==> config.mk <==
export PLATFORM = sky130hd
export DESIGN_NAME = glyph_bitmap_expander_core_flat
export DESIGN_NICKNAME = d
export VERILOG_FILES = /design/src/rtl/gbe_pkg.sv /design/src/rtl/gbe_in_if.sv /design/src/rtl/gbe_out_if.sv /design/src/rtl/glyph_bitmap_expander_core.sv /design/src/flat_wrapper.sv
export SDC_FILE = /design/constraint.sdc
export NUM_CORES = 1
export LEC_CHECK = 0
export ABC_AREA = 1
export BUFFER_PORTS_ARGS = -buffer_cell sky130_fd_sc_hd__buf_4
export CAP_MARGIN = 20
export CORE_AREA = 2 2 141 143
export DETAILED_ROUTE_END_ITERATION = 8
export DIE_AREA = 0 0 143 145
export PLACE_DENSITY = 0.76
export SYNTH_ARGS = -nofsm -noshare
export SYNTH_HDL_FRONTEND = slang
export SYNTH_SLANG_ARGS = --single-unit
export TNS_END_PERCENT = 50
==> constraint.sdc <==
create_clock -name clk -period 8.43 [get_ports clk]
set_input_delay 0.4215 -clock clk [delete_from_list [all_inputs] [get_ports clk]]
set_output_delay 0.4215 -clock clk [all_outputs]
set_load 0.01 [all_outputs]
==> src/rtl/gbe_pkg.sv <==
// Shared constants and types for the glyph bitmap expander.
`timescale 1ns / 1ps

package gbe_pkg;

  localparam int WORD_BITS = 16;
  localparam int IDX_W     = $clog2(WORD_BITS);
  localparam int CFG_IDX_W = 3;
  localparam int CFG_DATA_W = 17;

  typedef logic [WORD_BITS-1:0] word_t;
  typedef logic [IDX_W-1:0]     idx_t;
  typedef logic [15:0]          color_t;
  typedef logic [9:0]           coord_t;
  typedef logic [7:0]           count_t;

  typedef enum logic [CFG_IDX_W-1:0] {
    CFG_FG_COLOR     = 3'd0,
    CFG_BG_COLOR     = 3'd1,
    CFG_GLYPH_WIDTH  = 3'd2,
    CFG_GLYPH_HEIGHT = 3'd3,
    CFG_ORIGIN_X     = 3'd4,
    CFG_ORIGIN_Y     = 3'd5,
    CFG_PANEL_WIDTH  = 3'd6,
    CFG_PANEL_HEIGHT = 3'd7
  } cfg_reg_t;

endpackage

==> src/rtl/gbe_in_if.sv <==
// Bitmap word channel: valid/ready handshake with word payload.
`timescale 1ns / 1ps

interface gbe_in_if;
  logic            valid;
  logic            ready;
  gbe_pkg::word_t  bitmap_word;
  logic            start_glyph;

  modport source (output valid, output bitmap_word, output start_glyph, input ready);
  modport sink   (input valid, input bitmap_word, input start_glyph, output ready);
endinterface

==> src/rtl/gbe_out_if.sv <==
// Pixel channel: valid/ready handshake with pixel payload.
`timescale 1ns / 1ps

interface gbe_out_if;
  logic             valid;
  logic             ready;
  gbe_pkg::color_t  pixel_color;
  gbe_pkg::coord_t  pixel_column;
  gbe_pkg::coord_t  pixel_row;
  logic             glyph_done;
  logic             last;

  modport source (output valid, output pixel_color, output pixel_column, output pixel_row,
                  output glyph_done, output last, input ready);
  modport sink   (input valid, input pixel_color, input pixel_column, input pixel_row,
                  input glyph_done, input last, output ready);
endinterface

==> src/rtl/glyph_bitmap_expander_core.sv <==
// Glyph bitmap expander: 1bpp glyph words to RGB565 pixel transactions.
// The first pixel of a word passes through mask_r and then through the output register.
// Throughput: one pixel per cycle while the sink is ready; the next word is accepted as
// the last pixel of the current one is loaded, and a word that yields none leaves the mask empty.
// The pixel walk over the word's emit mask sets how many pixels a word yields (0 to 16).
// Reset (rst_n low, synchronous): position, mask and output valid cleared, configuration registers to defaults.
`timescale 1ns / 1ps

module glyph_bitmap_expander_core (
  input  logic                                 clk,
  input  logic                                 rst_n,
  gbe_in_if.sink                               in_ch,
  gbe_out_if.source                            out_ch,
  input  logic                                 cfg_we,
  input  logic [gbe_pkg::CFG_IDX_W-1:0]        cfg_index,
  input  logic [gbe_pkg::CFG_DATA_W-1:0]       cfg_data
);

  // configuration registers
  gbe_pkg::color_t fg_color_r;
  logic [16:0]     bg_color_r;
  gbe_pkg::count_t glyph_width_r;
  gbe_pkg::count_t glyph_height_r;
  gbe_pkg::coord_t origin_x_r;
  gbe_pkg::coord_t origin_y_r;
  gbe_pkg::coord_t panel_width_r;
  gbe_pkg::coord_t panel_height_r;

  // glyph position
  gbe_pkg::count_t col_r, col_nxt;
  gbe_pkg::count_t row_r, row_nxt;

  // word being expanded
  gbe_pkg::word_t  mask_r, mask_nxt;
  gbe_pkg::word_t  bits_r;
  gbe_pkg::coord_t base_col_r;
  gbe_pkg::coord_t pix_row_r;
  logic            done_r;

  // output register
  logic            out_valid_r;
  gbe_pkg::color_t out_color_r;
  gbe_pkg::coord_t out_col_r;
  gbe_pkg::coord_t out_row_r;
  logic            out_done_r;
  logic            out_last_r;

  logic            in_fire;
  logic            out_load;
  gbe_pkg::word_t  lowbit;
  gbe_pkg::word_t  rest;
  gbe_pkg::idx_t   low_idx;

  // accept-side decode
  logic            zero_size;
  gbe_pkg::count_t cc, rc;
  gbe_pkg::count_t span;
  logic            n_full;
  gbe_pkg::count_t cnt;
  logic [8:0]      cc_sum;
  logic [8:0]      rc_inc;
  logic            fits;
  logic            done_w;
  logic            transparent;
  gbe_pkg::word_t  rev;
  gbe_pkg::word_t  pos_mask;
  gbe_pkg::word_t  emit_mask;

  always_comb begin
    zero_size = (glyph_width_r == '0) || (glyph_height_r == '0);
    if (in_ch.start_glyph || (col_r >= glyph_width_r) || (row_r >= glyph_height_r)) begin
      cc = '0;
      rc = '0;
    end else begin
      cc = col_r;
      rc = row_r;
    end
    span   = glyph_width_r - cc;
    n_full = (span >= 8'(gbe_pkg::WORD_BITS));
    cnt    = n_full ? 8'(gbe_pkg::WORD_BITS) : span;
    cc_sum = {1'b0, cc} + {1'b0, cnt};
    rc_inc = {1'b0, rc} + 9'd1;
    fits   = ({1'b0, origin_x_r} + {3'b0, glyph_width_r} <= {1'b0, panel_width_r}) &&
             ({1'b0, origin_y_r} + {3'b0, glyph_height_r} <= {1'b0, panel_height_r});
    done_w = (cc_sum == {1'b0, glyph_width_r}) && (rc_inc == {1'b0, glyph_height_r});
    transparent = bg_color_r[16];
    for (int i = 0; i < gbe_pkg::WORD_BITS; i++) begin
      rev[i]      = in_ch.bitmap_word[gbe_pkg::WORD_BITS-1-i];
      pos_mask[i] = n_full || (8'(i) < span);
    end
    emit_mask = (fits && !zero_size) ? (pos_mask & (transparent ? rev : '1)) : '0;

    // advance position
    if (zero_size) begin
      col_nxt = '0;
      row_nxt = '0;
    end else if (cc_sum >= {1'b0, glyph_width_r}) begin
      col_nxt = '0;
      row_nxt = (rc_inc >= {1'b0, glyph_height_r}) ? '0 : rc_inc[7:0];
    end else begin
      col_nxt = cc_sum[7:0];
      row_nxt = rc;
    end
  end

  // pixel walk: lowest pending position goes out next
  always_comb begin
    lowbit  = mask_r & (~mask_r + gbe_pkg::word_t'(1));
    rest    = mask_r & ~lowbit;
    low_idx = '0;
    for (int i = gbe_pkg::WORD_BITS - 1; i >= 0; i--) begin
      if (mask_r[i]) low_idx = gbe_pkg::idx_t'(i);
    end
    out_load    = (mask_r != '0) && (!out_valid_r || out_ch.ready);
    in_ch.ready = out_load ? (rest == '0) : (mask_r == '0);
    in_fire     = in_ch.valid && in_ch.ready;
    if (in_fire) begin
      mask_nxt = emit_mask;
    end else if (out_load) begin
      mask_nxt = rest;
    end else begin
      mask_nxt = mask_r;
    end
  end

  always_ff @(posedge clk) begin
    if (!rst_n) begin
      fg_color_r     <= 16'hFFFF;
      bg_color_r     <= '0;
      glyph_width_r  <= 8'd8;
      glyph_height_r <= 8'd16;
      origin_x_r     <= '0;
      origin_y_r     <= '0;
      panel_width_r  <= 10'd240;
      panel_height_r <= 10'd135;
    end else if (cfg_we) begin
      case (gbe_pkg::cfg_reg_t'(cfg_index))
        gbe_pkg::CFG_FG_COLOR:     fg_color_r     <= cfg_data[15:0];
        gbe_pkg::CFG_BG_COLOR:     bg_color_r     <= cfg_data[16:0];
        gbe_pkg::CFG_GLYPH_WIDTH:  glyph_width_r  <= cfg_data[7:0];
        gbe_pkg::CFG_GLYPH_HEIGHT: glyph_height_r <= cfg_data[7:0];
        gbe_pkg::CFG_ORIGIN_X:     origin_x_r     <= cfg_data[9:0];
        gbe_pkg::CFG_ORIGIN_Y:     origin_y_r     <= cfg_data[9:0];
        gbe_pkg::CFG_PANEL_WIDTH:  panel_width_r  <= cfg_data[9:0];
        gbe_pkg::CFG_PANEL_HEIGHT: panel_height_r <= cfg_data[9:0];
        default: ;
      endcase
    end
  end

  always_ff @(posedge clk) begin
    if (!rst_n) begin
      col_r       <= '0;
      row_r       <= '0;
      mask_r      <= '0;
      out_valid_r <= 1'b0;
    end else begin
      mask_r <= mask_nxt;
      if (in_fire) begin
        col_r <= col_nxt;
        row_r <= row_nxt;
      end
      if (out_load) begin
        out_valid_r <= 1'b1;
      end else if (out_ch.ready) begin
        out_valid_r <= 1'b0;
      end
    end
  end

  // payload registers
  always_ff @(posedge clk) begin
    if (in_fire) begin
      bits_r     <= rev;
      base_col_r <= origin_x_r + {2'b0, cc};
      pix_row_r  <= origin_y_r + {2'b0, rc};
      done_r     <= done_w;
    end
    if (out_load) begin
      out_color_r <= bits_r[low_idx] ? fg_color_r : bg_color_r[15:0];
      out_col_r   <= base_col_r + 10'(low_idx);
      out_row_r   <= pix_row_r;
      out_last_r  <= (rest == '0);
      out_done_r  <= (rest == '0) && done_r;
    end
  end

  assign out_ch.valid        = out_valid_r;
  assign out_ch.pixel_color  = out_color_r;
  assign out_ch.pixel_column = out_col_r;
  assign out_ch.pixel_row    = out_row_r;
  assign out_ch.glyph_done   = out_done_r;
  assign out_ch.last         = out_last_r;

endmodule

==> src/flat_wrapper.sv <==
// flat-port wrapper written by rule: the top's interface ports become plain ports
module glyph_bitmap_expander_core_flat 
  (clk, rst_n, cfg_we, cfg_index, cfg_data, in_ch_valid, in_ch_bitmap_word, in_ch_start_glyph, in_ch_ready, out_ch_valid, out_ch_pixel_color, out_ch_pixel_column, out_ch_pixel_row, out_ch_glyph_done, out_ch_last, out_ch_ready);
  gbe_in_if in_ch_i ();
  gbe_out_if out_ch_i ();
  input  logic clk;
  input  logic rst_n;
  input  logic cfg_we;
  input  logic [gbe_pkg::CFG_IDX_W-1:0] cfg_index;
  input  logic [gbe_pkg::CFG_DATA_W-1:0] cfg_data;
  input wire logic [$bits(in_ch_i.valid)-1:0] in_ch_valid;
  input wire logic [$bits(in_ch_i.bitmap_word)-1:0] in_ch_bitmap_word;
  input wire logic [$bits(in_ch_i.start_glyph)-1:0] in_ch_start_glyph;
  output wire logic [$bits(in_ch_i.ready)-1:0] in_ch_ready;
  output wire logic [$bits(out_ch_i.valid)-1:0] out_ch_valid;
  output wire logic [$bits(out_ch_i.pixel_color)-1:0] out_ch_pixel_color;
  output wire logic [$bits(out_ch_i.pixel_column)-1:0] out_ch_pixel_column;
  output wire logic [$bits(out_ch_i.pixel_row)-1:0] out_ch_pixel_row;
  output wire logic [$bits(out_ch_i.glyph_done)-1:0] out_ch_glyph_done;
  output wire logic [$bits(out_ch_i.last)-1:0] out_ch_last;
  input wire logic [$bits(out_ch_i.ready)-1:0] out_ch_ready;
  assign in_ch_i.valid = in_ch_valid;
  assign in_ch_i.bitmap_word = in_ch_bitmap_word;
  assign in_ch_i.start_glyph = in_ch_start_glyph;
  assign in_ch_ready = in_ch_i.ready;
  assign out_ch_valid = out_ch_i.valid;
  assign out_ch_pixel_color = out_ch_i.pixel_color;
  assign out_ch_pixel_column = out_ch_i.pixel_column;
  assign out_ch_pixel_row = out_ch_i.pixel_row;
  assign out_ch_glyph_done = out_ch_i.glyph_done;
  assign out_ch_last = out_ch_i.last;
  assign out_ch_i.ready = out_ch_ready;
  glyph_bitmap_expander_core u_core (.clk(clk), .rst_n(rst_n), .in_ch(in_ch_i), .out_ch(out_ch_i), .cfg_we(cfg_we), .cfg_index(cfg_index), .cfg_data(cfg_data));
endmodule
# == Word level (Yosys, flattened, before mapping) ==
# Index checks and enable logic that the tools add are counted.
# W data, S select, Z words.
# word_totals
ff_bits,197
inputBits,42
output_inout_bits,40
wordCells,146
# classes
addsub,9
order_cmp,24
eq_ne,9
mux,34
bitwise,5
n_reduce_logical,44
# op_table
cell,n
$mux W16,5
$lt A4 B8 Y1 const A,8
$mux W4,16
$mux W8,8
$and A16 B16 Y16,3
$logic_not A16 Y1,2
$lt A3 B8 Y1 const A,4
$not A16 Y16,2
$add A10 B8 Y11,2
$le A11 B10 Y1,2
$add A10 B8 Y10,2
$logic_or A1 B1 Y1,20
$eq A9 B8 Y1,2
$ge A9 B8 Y1,2
$add A16 B1 Y16 const B,1
$ge A8 B8 Y1,2
$logic_not A8 Y1,2
$lt A1 B8 Y1 const A,2
$lt A2 B8 Y1 const A,2
$reduce_and A2 Y1,8
$reduce_bool A16 Y1,1
$eq A3 B3 Y1 const B,4
$add A10 B4 Y10,1
$add A8 B1 Y9 const B,1
other kinds (12),23

# == Depth between registers and ports, before layout ==
# logic_depth
ltp_word,19
depth_mapped,42
mapped_depth_nobuf,40

# == Worst setup path before layout ==
# Ideal clock, no wire load.
# synth_path
kind,register to register
startpoint,reg u_core.glyph_width_r[1]
endpoint,reg u_core.row_r[0]
setup_time_ns,0.132
t_arrival_ns,5.872
t_required_ns,8.298
setup_slack_ns,2.426
path_stages_with_launch,40
n_path_buf,2
period_less_slack_ns,6.004
cell_sequence,dfxtp_1 -> inv_1 -> ha_1 -> a21boi_0 -> o21bai_1 -> nand2_1 -> nand2_1 -> nand3_1 -> inv_1 -> buf_2 -> nand2_1 -> inv_1 -> ha_1 -> inv_1 -> fa_1 -> nand3_1 -> nand2_1 -> a21oi_1 -> [4 not listed] -> buf_2 -> nor2_1 -> inv_1 -> fa_1 -> o21ai_0 -> a21oi_1 -> o21bai_1 -> xnor2_1 -> inv_1 -> ha_1 -> nand2_1 -> nor3_1 -> nor2_1 -> nand3_1 -> inv_1 -> a31o_2 -> nand2_1 -> a21oi_1
# synth_via
elab_chain_cells,11
word_cells_on_any_way,17
cone_classes,3 x add/sub; 4 x order compare; 6 x mux; 4 x reduce/logical
# synth_lines
item,line_no,source
start: declaration,glyph_bitmap_expander_core.sv:22,gbe_pkg::count_t glyph_width_r;
start signal: assignment,glyph_bitmap_expander_core.sv:140,gbe_pkg::CFG_GLYPH_WIDTH: glyph_width_r <= cfg_data[7:0];
$ge A8 B8 Y1,glyph_bitmap_expander_core.sv:71,if (in_ch.start_glyph || (col_r >= glyph_width_r) || (row_r >= glyph_height_r)) begin
$logic_or A1 B1 Y1 (2 in series),glyph_bitmap_expander_core.sv:71,
$mux W8,glyph_bitmap_expander_core.sv:71,
$sub A8 B8 Y8,glyph_bitmap_expander_core.sv:78,span = glyph_width_r - cc;
$ge A8 B5 Y1,glyph_bitmap_expander_core.sv:79,n_full = (span >= 8'(gbe_pkg::WORD_BITS));
$mux W8,glyph_bitmap_expander_core.sv:80,cnt = n_full ? 8'(gbe_pkg::WORD_BITS) : span;
$add A8 B8 Y9,glyph_bitmap_expander_core.sv:81,"cc_sum = {1'b0, cc} + {1'b0, cnt};"
$ge A9 B8 Y1,glyph_bitmap_expander_core.sv:97,"end else if (cc_sum >= {1'b0, glyph_width_r}) begin"
$mux W8,glyph_bitmap_expander_core.sv:97,
$mux W8 *,glyph_bitmap_expander_core.sv:94,if (zero_size) begin
end signal: assignment,glyph_bitmap_expander_core.sv:161,row_r <= row_nxt;
end: declaration,glyph_bitmap_expander_core.sv:31,"gbe_pkg::count_t row_r, row_nxt;"
# Mark *: on every way between the ends. The rest lies on a longest branch, timed or not.
# A chain may end at the register's enable or synchronous reset.

# == Final worst setup path ==
# layout_path
startpoint,reg u_core.glyph_width_r[5]
endpoint,reg u_core.row_r[6]
# The elaborated chain is that of the path after synthesis.

==> run_summary.xml <==
<?xml version="1.0" encoding="UTF-8"?>
<metrics>
  <group name="sta">
    <metric name="worst_pin_slew" unit="ns">1.00</metric>
    <metric name="finalSetupViolations" unit="">0</metric>
    <metric name="layout_worst_path_cycle_share" unit="%">82.3</metric>
    <metric name="final.setup.tns" unit="ns">0</metric>
    <metric name="slew_headroom" unit="%">33.2</metric>
    <metric name="hold_viol" unit="">0</metric>
    <metric name="clock-skew-final" unit="ns">0.0153</metric>
    <metric name="fin_max_slew_vios" unit="">0</metric>
    <metric name="max_freq" unit="MHz">144</metric>
    <metric name="grt_setup_unrepaired" unit="">no</metric>
    <metric name="period_needed" unit="ns">6.94</metric>
  </group>
  <group name="yosys">
    <metric name="synth_seq_cells" unit="">197</metric>
    <metric name="synth_warnings" unit="">0</metric>
    <metric name="netlist_area" unit="µm²">11300</metric>
    <metric name="ys_seq_area_share" unit="%">41.4</metric>
    <metric name="synth-edff-count" unit="">75</metric>
    <metric name="postSynthAreaPerCell" unit="µm²">8.05</metric>
    <metric name="synth_cells" unit="">1408</metric>
    <metric name="ys.flop_type" unit="">dfxtp_1</metric>
    <metric name="async_reset_ff_share" unit="%">0</metric>
    <metric name="ys_types" unit="">46</metric>
  </group>
  <group name="global_routing">
    <metric name="busiest_layer" unit="">met2</metric>
    <metric name="met1_usage" unit="%">38.2</metric>
    <metric name="grtUsageMet2" unit="%">42.9</metric>
    <metric name="first_pass_grt_wire_length" unit="µm">44500</metric>
    <metric name="grt_pass1_vias" unit="">8893</metric>
    <metric name="track_usage" unit="%">27.0</metric>
    <metric name="met3_usage" unit="%">3.96</metric>
    <metric name="antenna_violations_before_repair" unit="">0</metric>
    <metric name="grt_remaining_overflow" unit="">0</metric>
    <metric name="grt_max_degree" unit="">104</metric>
  </group>
  <group name="floorplanning">
    <metric name="fp.coreArea" unit="µm²">19200</metric>
    <metric name="fp.dieW" unit="µm">143</metric>
    <metric name="start_util" unit="%">59.0</metric>
    <metric name="floorplan.die_area" unit="µm²">20700</metric>
    <metric name="ios" unit="">82</metric>
    <metric name="placementRows" unit="">51</metric>
    <metric name="die-height" unit="µm">145</metric>
  </group>
  <group name="worst_hold_path">
    <metric name="timing.hold.worst.class" unit="">in -&gt; reg</metric>
    <metric name="end_point_of_the_most_critical_hold_path" unit="">u_core.bits_r[12]$_DFFE_PP_</metric>
    <metric name="min_from" unit="">in_ch_bitmap_word[3]</metric>
    <metric name="hold-path-cell-count" unit="">1</metric>
  </group>
  <group name="route">
    <metric name="drt-initial-drc-count" unit="">709</metric>
    <metric name="detail-route-antenna-nets" unit="">0</metric>
    <metric name="detailedRoute.firstPassIterationCount" unit="">5</metric>
    <metric name="post_drt_wl_per_cell" unit="µm">15.6</metric>
    <metric name="drt-total-wl" unit="µm">27400</metric>
    <metric name="detailroute.via_count" unit="">9532</metric>
    <metric name="drc" unit="">0</metric>
    <metric name="post_drt_via_cell_ratio" unit="">5.43</metric>
  </group>
  <group name="setup_path">
    <metric name="timing.rr.end" unit="">u_core.row_r[6]$_SDFFE_PN0P_</metric>
    <metric name="timing.critical_path.from_type" unit="">flip-flop</metric>
    <metric name="critPathMaxFanout" unit="">12</metric>
    <metric name="critical_path_required" unit="ns">8.72</metric>
    <metric name="arrival" unit="ns">7.23</metric>
    <metric name="reg2reg_setup_slack" unit="ns">1.49</metric>
    <metric name="setup.worst_path.end_class" unit="">flip-flop</metric>
    <metric name="worstRegToRegCells" unit="">38</metric>
    <metric name="crit_path_max_incr_delay" unit="ns">0.46</metric>
    <metric name="crit_path_frequent_cell" unit="">inv_1</metric>
    <metric name="worstReg2RegStart" unit="">u_core.glyph_width_r[5]$_SDFFE_PN0P_</metric>
    <metric name="criticalPathCategory" unit="">reg -&gt; reg</metric>
    <metric name="cp.buffers_inverters" unit="">8</metric>
    <metric name="crit_path_top_delay_cell" unit="">fa_1</metric>
    <metric name="path_delay_family" unit="">simple AND/OR/NAND/NOR gates</metric>
  </group>
  <group name="placement">
    <metric name="detailed_place.area" unit="µm²">12200</metric>
    <metric name="port_buffers" unit="">81</metric>
    <metric name="gp_congestion" unit="">0.952</metric>
    <metric name="detailed_placement_wirelength_estimate" unit="µm">20000</metric>
  </group>
  <group name="finish">
    <metric name="fill_cell_instance_count_of_the_final_layout" unit="">1675</metric>
    <metric name="final_common_cell" unit="">nand2_1</metric>
    <metric name="antenna-diode-count" unit="">0</metric>
    <metric name="drive_gt1_share" unit="%">9.99</metric>
    <metric name="final_cell_mix" unit="">nand2_1 (249), inv_1 (175), nor2_1 (148), dfxtp_1 (122), a21oi_1 (116)</metric>
    <metric name="area_delta_synth_final" unit="%">12.3</metric>
    <metric name="finish.instance_area" unit="µm²">12700</metric>
    <metric name="nNetsFinal" unit="">1632</metric>
  </group>
  <group name="clock_network">
    <metric name="clock_insertion_delay_worst_skew" unit="ns">0.44</metric>
    <metric name="cts_buffers" unit="">17</metric>
    <metric name="cts_max_path_buffers" unit="">2</metric>
    <metric name="cts_resized" unit="">0</metric>
    <metric name="tritoncts_num_sinks" unit="">197</metric>
    <metric name="post_cts.repair.setup_buffers" unit="">0</metric>
    <metric name="clkSlewWorstSetupHoldPaths" unit="ns">0.07</metric>
    <metric name="buffer_type_at_the_clock_tree_root" unit="">clkbuf_16</metric>
    <metric name="holdBufCountCts" unit="">0</metric>
    <metric name="cts.htree.levels" unit="">4</metric>
    <metric name="clock_tree_from_tritoncts" unit="">yes</metric>
  </group>
  <group name="job">
    <metric name="drv.max_cap_violation_count" unit="">0</metric>
  </group>
  <group name="power">
    <metric name="cellLeakagePower" unit="nW">6.13</metric>
    <metric name="cellPowerDensity" unit="nW/µm²">305</metric>
    <metric name="ir_drop" unit="V">0.000240</metric>
  </group>
  <group name="run_status">
    <metric name="outcome" unit="">finished, final reports clean</metric>
  </group>
</metrics>
## report_power, final
| part | internal, W | switching (W) |
|---|---|---|
| Sequential | 0.00137 | 0.000106 |
| Combinational | 0.000572 | 0.00107 |
| Clock | 0.000395 | 0.000383 |
| Total | 0.00233 | 0.00155 |
## cell usage after synthesis (all sizes together), types with 2 or more instances
| master | count | area share [%] |
|---|---|---|
| a21o | 2 | 0.13 |
| a211oi | 2 | 0.13 |
| xor2 | 42 | 3.2 |
| clkinv | 4 | 0.14 |
| o21a | 2 | 0.13 |
| o21bai | 11 | 0.73 |
| a21oi | 116 | 5.1 |
| nand3b | 2 | 0.13 |
| xnor2 | 13 | 1.0 |
| nor2 | 157 | 5.8 |
| ha | 105 | 12 |
| nor3 | 7 | 0.31 |
| and2 | 2 | 0.11 |
| buf | 6 | 0.25 |
| edfxtp | 75 | 20 |
| inv | 178 | 5.9 |
| nor4 | 2 | 0.11 |
| o21ai | 115 | 5.1 |
| clkbuf | 29 | 0.96 |
| a31oi | 2 | 0.11 |
| dfxtp | 122 | 22 |
| or2 | 7 | 0.39 |
| nand3 | 105 | 4.7 |
| o211ai | 12 | 0.79 |
| a21boi | 3 | 0.20 |
| nor3b | 2 | 0.13 |
| fa | 7 | 1.2 |
| nand2 | 257 | 8.8 |
| nand4 | 16 | 0.88 |
## registers in the layout, indices dropped and copies added (netlist names), 8 cells and up
signal / cells
u_core.bg_color_r: 17
u_core.bits_r: 16
u_core.fg_color_r: 16
u_core.mask_r: 16
u_core.out_ch.pixel_color: 16
u_core.base_col_r: 10
u_core.origin_x_r: 10
u_core.origin_y_r: 10
u_core.out_ch.pixel_column: 10
u_core.out_ch.pixel_row: 10
u_core.panel_height_r: 10
u_core.panel_width_r: 10
u_core.pix_row_r: 10
u_core.col_r: 8
u_core.glyph_height_r: 8
u_core.glyph_width_r: 8
u_core.row_r: 8
## cell type report
type / instances / area (µm²) / area share, %
clock inverters: 13 / 115 / 0.904
clock buffers: 19 / 443 / 3.48
multi-input cells: 996 / 5840 / 45.8
well taps: 265 / 332 / 2.60
repair buffers: 84 / 631 / 4.95
flip-flops and latches: 197 / 4690 / 36.9
inverters: 182 / 684 / 5.37
## cell families (layout without fill, tap and decap cells)
group	after synthesis	in the layout	synth area share (%)
and+or+nand+nor	557	557	21.5
AOI/OAI and AO/OA	269	269	12.8
buffers and inverters	217	298	7.25
DFF	197	197	41.4
adders and majority gates	112	112	12.8
xor gates and xnor gates	55	55	4.25
other	1	3	0.0331
## worst max path at each step
stage                                              start                           end  slack (ns)  cells past startpoint
finish              u_core.glyph_width_r[5]$_SDFFE_PN0P_  u_core.row_r[6]$_SDFFE_PN0P_        1.49                     38
global route        u_core.glyph_width_r[1]$_SDFFE_PN0P_  u_core.row_r[2]$_SDFFE_PN0P_        0.80                     37
CTS                 u_core.glyph_width_r[1]$_SDFFE_PN0P_  u_core.row_r[6]$_SDFFE_PN0P_        1.58                     37
detailed placement  u_core.glyph_width_r[1]$_SDFFE_PN0P_  u_core.row_r[6]$_SDFFE_PN0P_        1.62                     37
global placement    u_core.glyph_width_r[1]$_SDFFE_PN0P_  u_core.row_r[6]$_SDFFE_PN0P_        1.83                     37
floorplan           u_core.glyph_width_r[1]$_SDFFE_PN0P_  u_core.row_r[0]$_SDFFE_PN0P_        2.43                     39
## metal layers
layer  wire length [µm]  vias to the layer above
li1                   -                     4823
met2              12500                      282
met1              12800                     4391
met3               1550                       36
met4                530                        0
met5                  0                        -
## stage by stage
stage | util, % | worst slack [ns] | hold WS (ns) | std cells | total power (W)
global placement | 63.4 | 1.83 | 0.402 | 1724 | 0.00309
floorplan | - | 2.43 | 0.400 | 1410 | 0.00263
global route | 66.3 | 0.801 | 0.160 | 1756 | 0.00416
finish | 66.3 | 1.49 | 0.166 | 1756 | 0.00389
CTS | 66.3 | 1.58 | 0.159 | 1756 | 0.00389
detailed placement | 63.4 | 1.62 | 0.405 | 1724 | 0.00311
No activity file was read; power rests on OpenSTA's default activity.
